<file path="src/hdl/assert_macros.svh">
// assertion helpers for the block, empty in synthesis
`ifndef ASSERT_MACROS_SVH
`define ASSERT_MACROS_SVH
`ifndef SYNTHESIS
`define ACKS_ASSERT_IMP(name, clk, rst_n, a, c) \
  name: assert property (@(posedge clk) disable iff (!rst_n) (a) |-> (c)) \
    else $error("same-cycle check failed");
`define ACKS_ASSERT_NXT(name, clk, rst_n, a, c) \
  name: assert property (@(posedge clk) disable iff (!rst_n) (a) |=> (c)) \
    else $error("next-cycle check failed");
`else
`define ACKS_ASSERT_IMP(name, clk, rst_n, a, c)
`define ACKS_ASSERT_NXT(name, clk, rst_n, a, c)
`endif
`endif

</file>
<file path="src/hdl/acks_pkg.sv">
package acks_pkg;

  localparam int unsigned NumWords = 5;
  localparam logic [3:0] MaxRounds = 4'd12;
  localparam logic [3:0] LastRnd = 4'd11;

  typedef enum logic [2:0] {
    OP_LOAD   = 3'd0,
    OP_INIT   = 3'd1,
    OP_ABSORB = 3'd2,
    OP_AD_END = 3'd3,
    OP_DATA   = 3'd4,
    OP_FINAL  = 3'd5
  } acks_op_e;

  typedef enum logic [1:0] {
    CFG_KEY_FIRST   = 2'd0,
    CFG_KEY_SECOND  = 2'd1,
    CFG_INIT_ROUNDS = 2'd2,
    CFG_DATA_ROUNDS = 2'd3
  } acks_cfg_e;

  typedef enum logic [1:0] {
    ST_IDLE,
    ST_ROUND,
    ST_DONE
  } acks_state_e;

  typedef logic [NumWords-1:0][63:0] acks_word_arr_t;

  typedef struct packed {
    logic [2:0]  opcode;
    logic [2:0]  word_index;
    logic [63:0] data_word;
  } acks_in_t;

  typedef struct packed {
    logic [63:0] out_word;
    logic [63:0] tag_first;
    logic [63:0] tag_second;
  } acks_out_t;

  typedef struct packed {
    logic       start;
    logic       round;
    logic       finish;
    logic [3:0] rnd;
  } acks_cmd_t;

  typedef struct packed {
    logic [3:0] first_rnd;
    logic       no_rounds;
  } acks_sts_t;

  function automatic logic [63:0] acks_rotr(input logic [63:0] x, input int unsigned n);
    return (x >> n) | (x << (64 - n));
  endfunction

  function automatic acks_word_arr_t acks_round(input acks_word_arr_t s, input logic [3:0] r);
    logic [63:0] x0, x1, x2, x3, x4, t0, t1, t2, t3, t4;
    acks_word_arr_t o;
    x0 = s[0];
    x1 = s[1];
    x2 = s[2] ^ {56'd0, ~r, r};
    x3 = s[3];
    x4 = s[4];
    // substitution layer
    x0 = x0 ^ x4;
    x4 = x4 ^ x3;
    x2 = x2 ^ x1;
    t0 = ~x0 & x1;
    t1 = ~x1 & x2;
    t2 = ~x2 & x3;
    t3 = ~x3 & x4;
    t4 = ~x4 & x0;
    x0 = x0 ^ t1;
    x1 = x1 ^ t2;
    x2 = x2 ^ t3;
    x3 = x3 ^ t4;
    x4 = x4 ^ t0;
    x1 = x1 ^ x0;
    x0 = x0 ^ x4;
    x3 = x3 ^ x2;
    x2 = ~x2;
    // linear layer
    o[0] = x0 ^ acks_rotr(x0, 19) ^ acks_rotr(x0, 28);
    o[1] = x1 ^ acks_rotr(x1, 61) ^ acks_rotr(x1, 39);
    o[2] = x2 ^ acks_rotr(x2, 1) ^ acks_rotr(x2, 6);
    o[3] = x3 ^ acks_rotr(x3, 10) ^ acks_rotr(x3, 17);
    o[4] = x4 ^ acks_rotr(x4, 7) ^ acks_rotr(x4, 41);
    return o;
  endfunction

endpackage

</file>
<file path="src/hdl/ascon_like_keystream_cipher_top.sv">
// channel   dir  handshake               payload
// request   in   in_valid_i/in_ready_o   in_req_i (opcode, word_index, data_word)
// result    out  out_valid_o/out_ready_i out_rsp_o (out_word, tag_first, tag_second)
// config    in   cfg_we_i                cfg_idx_i, cfg_data_i
//
// a request runs through accept, n permutation rounds, write-back
// n is the saturated round count, one round per cycle in the shared round unit
// init and finalize run the init count, blocks the data count, data right after init no rounds
// the result register holds one result; a new request is taken while it waits
// a stalled result holds the write-back step; reset zeroes state and keys, counts 12 and 6
`include "assert_macros.svh"
module ascon_like_keystream_cipher_top (
  input  logic                clk_i,
  input  logic                rst_ni,
  input  logic                in_valid_i,
  output logic                in_ready_o,
  input  acks_pkg::acks_in_t  in_req_i,
  output logic                out_valid_o,
  input  logic                out_ready_i,
  output acks_pkg::acks_out_t out_rsp_o,
  input  logic                cfg_we_i,
  input  logic [1:0]          cfg_idx_i,
  input  logic [63:0]         cfg_data_i
);
  import acks_pkg::*;

  acks_cmd_t cmd;
  acks_sts_t sts;

  acks_ctrl u_ctrl (
    .clk_i       (clk_i),
    .rst_ni      (rst_ni),
    .in_valid_i  (in_valid_i),
    .in_ready_o  (in_ready_o),
    .out_valid_o (out_valid_o),
    .out_ready_i (out_ready_i),
    .sts_i       (sts),
    .cmd_o       (cmd)
  );

  acks_datapath u_datapath (
    .clk_i      (clk_i),
    .rst_ni     (rst_ni),
    .cfg_we_i   (cfg_we_i),
    .cfg_idx_i  (cfg_idx_i),
    .cfg_data_i (cfg_data_i),
    .in_req_i   (in_req_i),
    .cmd_i      (cmd),
    .sts_o      (sts),
    .out_rsp_o  (out_rsp_o)
  );

  `ACKS_ASSERT_NXT(a_busy_after_accept, clk_i, rst_ni, in_valid_i && in_ready_o, !in_ready_o)
  `ACKS_ASSERT_NXT(a_finish_fills_out, clk_i, rst_ni, cmd.finish, out_valid_o)
  `ACKS_ASSERT_IMP(a_round_not_ready, clk_i, rst_ni, cmd.round, !in_ready_o && !cmd.finish)
  `ACKS_ASSERT_IMP(a_finish_has_room, clk_i, rst_ni, cmd.finish, !out_valid_o || out_ready_i)

endmodule

</file>
<file path="src/hdl/acks_ctrl.sv">
module acks_ctrl (
  input  logic               clk_i,
  input  logic               rst_ni,
  input  logic               in_valid_i,
  output logic               in_ready_o,
  output logic               out_valid_o,
  input  logic               out_ready_i,
  input  acks_pkg::acks_sts_t sts_i,
  output acks_pkg::acks_cmd_t cmd_o
);
  import acks_pkg::*;

  acks_state_e state_q, state_d;
  logic [3:0]  rnd_q, rnd_d;
  logic        out_valid_q, out_valid_d;

  always_ff @(posedge clk_i or negedge rst_ni) begin
    if (!rst_ni) begin
      state_q     <= ST_IDLE;
      rnd_q       <= 4'd0;
      out_valid_q <= 1'b0;
    end else begin
      state_q     <= state_d;
      rnd_q       <= rnd_d;
      out_valid_q <= out_valid_d;
    end
  end

  always_comb begin
    state_d    = state_q;
    rnd_d      = rnd_q;
    cmd_o      = '0;
    in_ready_o = 1'b0;
    case (state_q)
      ST_IDLE: begin
        in_ready_o = 1'b1;
        if (in_valid_i) begin
          cmd_o.start = 1'b1;
          rnd_d       = sts_i.first_rnd;
          state_d     = sts_i.no_rounds ? ST_DONE : ST_ROUND;
        end
      end
      ST_ROUND: begin
        cmd_o.round = 1'b1;
        cmd_o.rnd   = rnd_q;
        rnd_d       = rnd_q + 4'd1;
        if (rnd_q == LastRnd) begin
          state_d = ST_DONE;
        end
      end
      ST_DONE: begin
        if (!out_valid_q || out_ready_i) begin
          cmd_o.finish = 1'b1;
          state_d      = ST_IDLE;
        end
      end
      default: begin
        state_d = ST_IDLE;
      end
    endcase
  end

  always_comb begin
    out_valid_d = out_valid_q;
    if (cmd_o.finish) begin
      out_valid_d = 1'b1;
    end else if (out_ready_i) begin
      out_valid_d = 1'b0;
    end
  end

  assign out_valid_o = out_valid_q;

endmodule

</file>
<file path="src/hdl/acks_datapath.sv">
module acks_datapath (
  input  logic                clk_i,
  input  logic                rst_ni,
  input  logic                cfg_we_i,
  input  logic [1:0]          cfg_idx_i,
  input  logic [63:0]         cfg_data_i,
  input  acks_pkg::acks_in_t  in_req_i,
  input  acks_pkg::acks_cmd_t cmd_i,
  output acks_pkg::acks_sts_t sts_o,
  output acks_pkg::acks_out_t out_rsp_o
);
  import acks_pkg::*;

  logic [63:0]    key_first_q, key_second_q;
  logic [3:0]     init_rounds_q, data_rounds_q;
  acks_word_arr_t st_q, st_d;
  logic           pend_q, pend_d;
  logic [2:0]     op_q;
  logic [63:0]    word_q;
  acks_out_t      out_q, out_d;
  logic [3:0]     rnd_sel, rnd_sat;

  // config registers
  always_ff @(posedge clk_i or negedge rst_ni) begin
    if (!rst_ni) begin
      key_first_q   <= 64'd0;
      key_second_q  <= 64'd0;
      init_rounds_q <= MaxRounds;
      data_rounds_q <= 4'd6;
    end else if (cfg_we_i) begin
      case (cfg_idx_i)
        CFG_KEY_FIRST:   key_first_q <= cfg_data_i;
        CFG_KEY_SECOND:  key_second_q <= cfg_data_i;
        CFG_INIT_ROUNDS: init_rounds_q <= cfg_data_i[3:0];
        CFG_DATA_ROUNDS: data_rounds_q <= cfg_data_i[3:0];
        default: ;
      endcase
    end
  end

  // round count of the incoming request
  always_comb begin
    case (in_req_i.opcode)
      OP_INIT, OP_FINAL: rnd_sel = init_rounds_q;
      OP_ABSORB:         rnd_sel = data_rounds_q;
      OP_DATA:           rnd_sel = pend_q ? 4'd0 : data_rounds_q;
      default:           rnd_sel = 4'd0;
    endcase
    rnd_sat         = (rnd_sel > MaxRounds) ? MaxRounds : rnd_sel;
    sts_o.first_rnd = MaxRounds - rnd_sat;
    sts_o.no_rounds = (rnd_sat == 4'd0);
  end

  always_comb begin
    st_d   = st_q;
    pend_d = pend_q;
    out_d  = out_q;
    if (cmd_i.start) begin
      case (in_req_i.opcode)
        OP_LOAD: begin
          if (in_req_i.word_index inside {[3'd0:3'd4]}) begin
            st_d[in_req_i.word_index] = in_req_i.data_word;
          end
        end
        OP_ABSORB: st_d[0] = st_q[0] ^ in_req_i.data_word;
        OP_AD_END: st_d[4] = st_q[4] ^ 64'd1;
        OP_FINAL: begin
          st_d[1] = st_q[1] ^ key_first_q;
          st_d[2] = st_q[2] ^ key_second_q;
        end
        default: ;
      endcase
    end else if (cmd_i.round) begin
      st_d = acks_round(st_q, cmd_i.rnd);
    end else if (cmd_i.finish) begin
      out_d.out_word = 64'd0;
      case (op_q)
        OP_INIT: begin
          st_d[3] = st_q[3] ^ key_first_q;
          st_d[4] = st_q[4] ^ key_second_q;
          pend_d  = 1'b1;
        end
        OP_DATA: begin
          out_d.out_word = word_q ^ st_q[0];
          pend_d         = 1'b0;
        end
        OP_FINAL: begin
          st_d[3] = st_q[3] ^ key_first_q;
          st_d[4] = st_q[4] ^ key_second_q;
        end
        default: ;
      endcase
      out_d.tag_first  = st_d[3];
      out_d.tag_second = st_d[4];
    end
  end

  always_ff @(posedge clk_i or negedge rst_ni) begin
    if (!rst_ni) begin
      st_q   <= '0;
      pend_q <= 1'b0;
    end else begin
      st_q   <= st_d;
      pend_q <= pend_d;
    end
  end

  always_ff @(posedge clk_i) begin
    if (cmd_i.start) begin
      op_q   <= in_req_i.opcode;
      word_q <= in_req_i.data_word;
    end
    out_q <= out_d;
  end

  assign out_rsp_o = out_q;

endmodule

</file>
<file path="config.mk">
export PLATFORM = sky130hd
export DESIGN_NAME = ascon_like_keystream_cipher_top
export DESIGN_NICKNAME = d
export VERILOG_FILES = /design/src/hdl/acks_pkg.sv /design/src/hdl/ascon_like_keystream_cipher_top.sv /design/src/hdl/acks_ctrl.sv /design/src/hdl/acks_datapath.sv
export VERILOG_INCLUDE_DIRS = /design/src /design/src/hdl
export SDC_FILE = /design/constraint.sdc
export NUM_CORES = 2
export LEC_CHECK = 0
export BUFFER_PORTS_ARGS = -buffer_cell sky130_fd_sc_hd__buf_4
export CORE_MARGIN = 2
export CORE_UTILIZATION = 31
export CTS_CLUSTER_DIAMETER = 120
export DETAILED_ROUTE_END_ITERATION = 10
export PLACE_DENSITY_LB_ADDON = 0.05
export SYNTH_ARGS = -nofsm -noshare
export SYNTH_HDL_FRONTEND = slang
export SYNTH_HIERARCHICAL = 1
export SYNTH_SLANG_ARGS = --single-unit
</file>
<file path="constraint.sdc">
create_clock -name clk_i -period 13.3 [get_ports clk_i]
set_input_delay 1.995 -clock clk_i [delete_from_list [all_inputs] [get_ports clk_i]]
set_output_delay 1.995 -clock clk_i [all_outputs]
set_load 0.02 [all_outputs]
</file>
==> impl_metrics.sql <==
INSERT INTO impl_metrics (metric_group, metric, value, unit) VALUES
('run_status', 'outcome', 'complete, no violations', ''),
('sta', 'fin_tns_setup', '0', 'ps'),
('synth', 'dominantRegCellSynth', 'sky130_fd_sc_hd__dfrtp_1', ''),
('die', 'io_pins', '335', ''),
('job', 'cap_viol_max_count', '0', ''),
('final_layout', 'final_cell_mix', '906 x sky130_fd_sc_hd__xnor2_1, 480 x sky130_fd_sc_hd__nand2_1, 460 x sky130_fd_sc_hd__dfrtp_1', ''),
('sta', 'maxClockFrequency', '190.4', 'MHz'),
('sta', 'final_min_period_over_clock_period', '39.49', '%'),
('placement', 'placement.cell_area', '55430', 'sq um'),
('final_layout', 'layout.filler_cells', '16520', ''),
('cts', 'clk_transition_reported_paths', '60', 'ps'),
('die', 'core_area', '162600', 'sq um'),
('synth', 'combinational_family_with_the_most_area_after_synthesis', 'XOR/XNOR gates', ''),
('synth', 'synth_simple_gate_area_share', '8.143', '%'),
('die', 'start_util', '31.15', '%'),
('routing', 'totalWireLength', '243.6', 'mm'),
('cts', 'tritoncts.num_buffers', '92', ''),
('synth', 'synth-adder-area-share', '3.824', '%'),
('final_layout', 'areaGrowthSynthToFinish', '16.05', '%'),
('die', 'core.rowCount', '148', ''),
('hold_path', 'hold_path_class', 'reg -> reg', ''),
('final_layout', 'final_util', '36.15', '%'),
('final_layout', 'layout.nets', '5440', ''),
('synth', 'synth-compound-area-share', '12.99', '%'),
('cts', 'cts_tree', 'done', ''),
('routing', 'route.detailed.vias_per_inst', '5.353', ''),
('synth', 'synth.net_count', '5238', ''),
('global_route', 'pin_count_of_the_biggest_net_entering_global_routing', '144', ''),
('cts', 'post_cts.repair.setup_buffers', '0', ''),
('global_route', 'initial_antenna_violation_count', '16', ''),
('cts', 'clock_insertion_delay_worst_skew', '730', 'ps'),
('synth', 'synth_seq_area_share', '38.29', '%'),
('cts', 'postCtsHoldBufs', '0', ''),
('final_layout', 'multiInputGateArea', '29340', 'sq um'),
('routing', 'drt_first_iter_violations', '3824', ''),
('synth', 'yosys.area_share.xor_xnor', '27.12', '%'),
('final_layout', 'most_common_cell_after_layout_fill_and_taps_aside', 'sky130_fd_sc_hd__xnor2_1', ''),
('routing', 'post_drt_wl_per_cell', '32.81', 'um'),
('placement', 'portBuffers', '334', ''),
('placement', 'detailedPlacementHpwl', '182.7', 'mm'),
('critical_path', 'cp-start-kind', 'register', ''),
('synth', 'synth.avg_cell_area', '10.20', 'sq um'),
('final_layout', 'post_route_cells_drive_above_1_share', '15.91', '%'),
('synth', 'count_of_state_elements_after_synthesis', '723', ''),
('critical_path', 'worst-endpoint-arrival', '5830', 'ps'),
('global_route', 'groute.usage.overall', '28.63', '%'),
('placement', 'gp_routability_congestion', '1.006', ''),
('critical_path', 'critPathCaptureType', 'register', ''),
('sta', 'worst_clock_skew', '35.75', 'ps'),
('synth', 'synthCells', '4967', ''),
('global_route', 'wire_length_of_the_first_global_routing_pass', '334.3', 'mm'),
('die', 'die_height', '408.2', 'um'),
('sta', 'timing.final.hold_violations', '0', ''),
('sta', 'number_of_max_slew_violations_in_the_final_report', '0', ''),
('synth', 'share_of_flip_flops_with_an_asynchronous_set_or_reset', '64.18', '%'),
('die', 'die_x', '408.2', 'um'),
('sta', 'finalWorstPathRequiredPeriod', '5252', 'ps'),
('critical_path', 'critPathKind', 'reg -> reg', ''),
('cts', 'cts_sinks', '723', ''),
('synth', 'synth_mux_area_share', '5.576', '%'),
('sta', 'grt_setup_unrepaired', 'false', ''),
('routing', 'drtPass1Iterations', '5', ''),
('synth', 'synth_edf_count', '259', ''),
('global_route', 'first_global_vias', '38680', ''),
('final_layout', 'seq_area', '19390', 'sq um'),
('die', 'die-area', '166600', 'sq um'),
('sta', 'report.final.setup_viol', '0', ''),
('cts', 'cts_max_path_buffers', '3', ''),
('final_layout', 'stdcell_area', '58770', 'sq um'),
('synth', 'synth.distinct_cells', '72', ''),
('cts', 'root_buffer', 'sky130_fd_sc_hd__clkbuf_16', ''),
('global_route', 'overflow_left_after_global_routing', '0', ''),
('synth', 'ys.warnings.count', '6', ''),
('routing', 'via_count', '39740', ''),
('sta', 'timing_worst_slew_pin_value', '1319', 'ps'),
('sta', 'worst_slew_margin', '11.44', '%'),
('synth', 'netlist_area', '50650', 'sq um'),
('routing', 'antenna_left', '0', ''),
('critical_path', 'path_max_fanout', '35', ''),
('critical_path', 'worstPathRequired', '13880', 'ps'),
('cts', 'clock_tree.htree_level_count', '3', ''),
('cts', 'post_cts.resized_instances', '0', ''),
('routing', 'drt_drc_violations_left', '0', '');
synthesized netlist by cell type, types with 8 or more instances:
master,number,area [sq um]
sky130_fd_sc_hd__mux2i_1,98,980.9
sky130_fd_sc_hd__inv_1,164,615.6
sky130_fd_sc_hd__o31ai_1,41,307.8
sky130_fd_sc_hd__xnor3_1,69,1554
sky130_fd_sc_hd__maj3_1,31,310.3
sky130_fd_sc_hd__xnor2_2,32,520.5
sky130_fd_sc_hd__mux2_2,159,1790
sky130_fd_sc_hd__xor2_1,391,3425
sky130_fd_sc_hd__o221ai_1,13,113.9
sky130_fd_sc_hd__and2_1,31,193.9
sky130_fd_sc_hd__edfxtp_1,259,7777
sky130_fd_sc_hd__clkbuf_1,190,713.2
sky130_fd_sc_hd__dfrtp_1,460,11510
sky130_fd_sc_hd__nand3_1,58,290.3
sky130_fd_sc_hd__a221o_1,106,1061
sky130_fd_sc_hd__a221oi_1,72,630.6
sky130_fd_sc_hd__o21ai_0,211,1056
sky130_fd_sc_hd__xnor2_1,907,7944
sky130_fd_sc_hd__nor2_1,296,1111
sky130_fd_sc_hd__o21ai_1,75,375.4
sky130_fd_sc_hd__a21oi_1,111,555.5
sky130_fd_sc_hd__o2bb2ai_1,64,560.5
sky130_fd_sc_hd__buf_1,10,37.54
sky130_fd_sc_hd__a211o_1,8,70.07
sky130_fd_sc_hd__o22ai_1,39,244.0
sky130_fd_sc_hd__nand2b_1,71,444.2
sky130_fd_sc_hd__buf_4,8,60.06
sky130_fd_sc_hd__o211ai_1,37,277.8
sky130_fd_sc_hd__buf_2,119,595.6
sky130_fd_sc_hd__ha_1,130,1627
sky130_fd_sc_hd__a22oi_1,82,615.6
sky130_fd_sc_hd__a311oi_1,46,402.9
sky130_fd_sc_hd__nand2_1,482,1809
flip-flops by register name, summed over array words and instances, names as in the netlist:
signal / flops
u_datapath/key_second_q: 64
u_ctrl/out_valid_o: 1
u_datapath/key_first_q: 64
u_ctrl/rnd_q: 4
u_datapath/st_q: 320
u_datapath/out_rsp_o: 192
u_datapath/op_q: 3
u_datapath/word_q: 64
u_ctrl/state_q: 2
u_datapath/init_rounds_q: 4
u_datapath/pend_q: 1
u_datapath/data_rounds_q: 4
final timing paths:
check | endpoint | start | depth (start not counted) | slack (ps)
setup / recovery | u_datapath/st_q[194] | u_ctrl/state_q[0] | 12 | 8050
hold / removal | u_datapath/init_rounds_q[0] | u_datapath/init_rounds_q[0] | 1 | 520
setup reg to reg | u_datapath/st_q[194] | u_ctrl/state_q[0] | 12 | 8050
hold reg to reg | u_datapath/init_rounds_q[0] | u_datapath/init_rounds_q[0] | 1 | 520
max in group asynchronous | u_datapath/st_q[149] | rst_ni | 3 | 9860
min in group asynchronous | u_datapath/st_q[178] | rst_ni | 1 | 1340
kinds of logic (layout without fill, tap and decap cells):
family                   after synthesis  after routing
AO/OA/AOI/OAI                        938            938
XOR/XNOR                            1413           1413
adder cells (fa/ha/maj)              161            161
buffers and inverters                495            775
flip-flops                           723            723
multiplexers                         261            261
other                                  0              2
AND/OR/NAND/NOR                      976            976
per-stage QoR:
stage,std cells,worst slack [ps],hold slack (ps)
6_report,7424,8048,523.1
5_1_grt,7422,7793,543.6
4_1_cts,7422,8066,531.8
3_5_place_dp,7250,7275,518.6
3_3_place_gp,7250,7347,516.1
2_1_floorplan,4967,2241,471.1
critical path: stages, from the launching register on:
cell	delay (ps)
sky130_fd_sc_hd__dfrtp_1	660
sky130_fd_sc_hd__nand2_1	200
sky130_fd_sc_hd__inv_2	80
sky130_fd_sc_hd__buf_4	400
sky130_fd_sc_hd__buf_4	650
sky130_fd_sc_hd__and2_1	420
sky130_fd_sc_hd__xor2_1	290
sky130_fd_sc_hd__ha_1	290
sky130_fd_sc_hd__xor2_1	800
sky130_fd_sc_hd__xor2_1	770
sky130_fd_sc_hd__xnor2_1	240
sky130_fd_sc_hd__xnor2_1	150
sky130_fd_sc_hd__o221ai_1	130
final cells by class:
cell class | instances | area share [%]
Sequential cell | 723 | 33.00
Tap cell | 2175 | 4.630
Antenna cell | 2 | 0.008515
Clock buffer | 110 | 4.136
Multi-Input combinational cell | 3749 | 49.93
Clock inverter | 62 | 1.541
Timing Repair Buffer | 437 | 5.680
Inverter | 166 | 1.081
metal layers:
metal | vias to the layer above | share of wire, % | global-route usage [%]
li1 | 17630 | - | -
met4 | 16 | 3.6 | 9.658
met2 | 1385 | 46 | 45.53
met3 | 295 | 5.8 | 4.404
met5 | - | 0.041 | 0
met1 | 20410 | 45 | 39.55
Power is not shown: default switching activity piles up to over one toggle a cycle in this logic, so the estimate is an artifact.
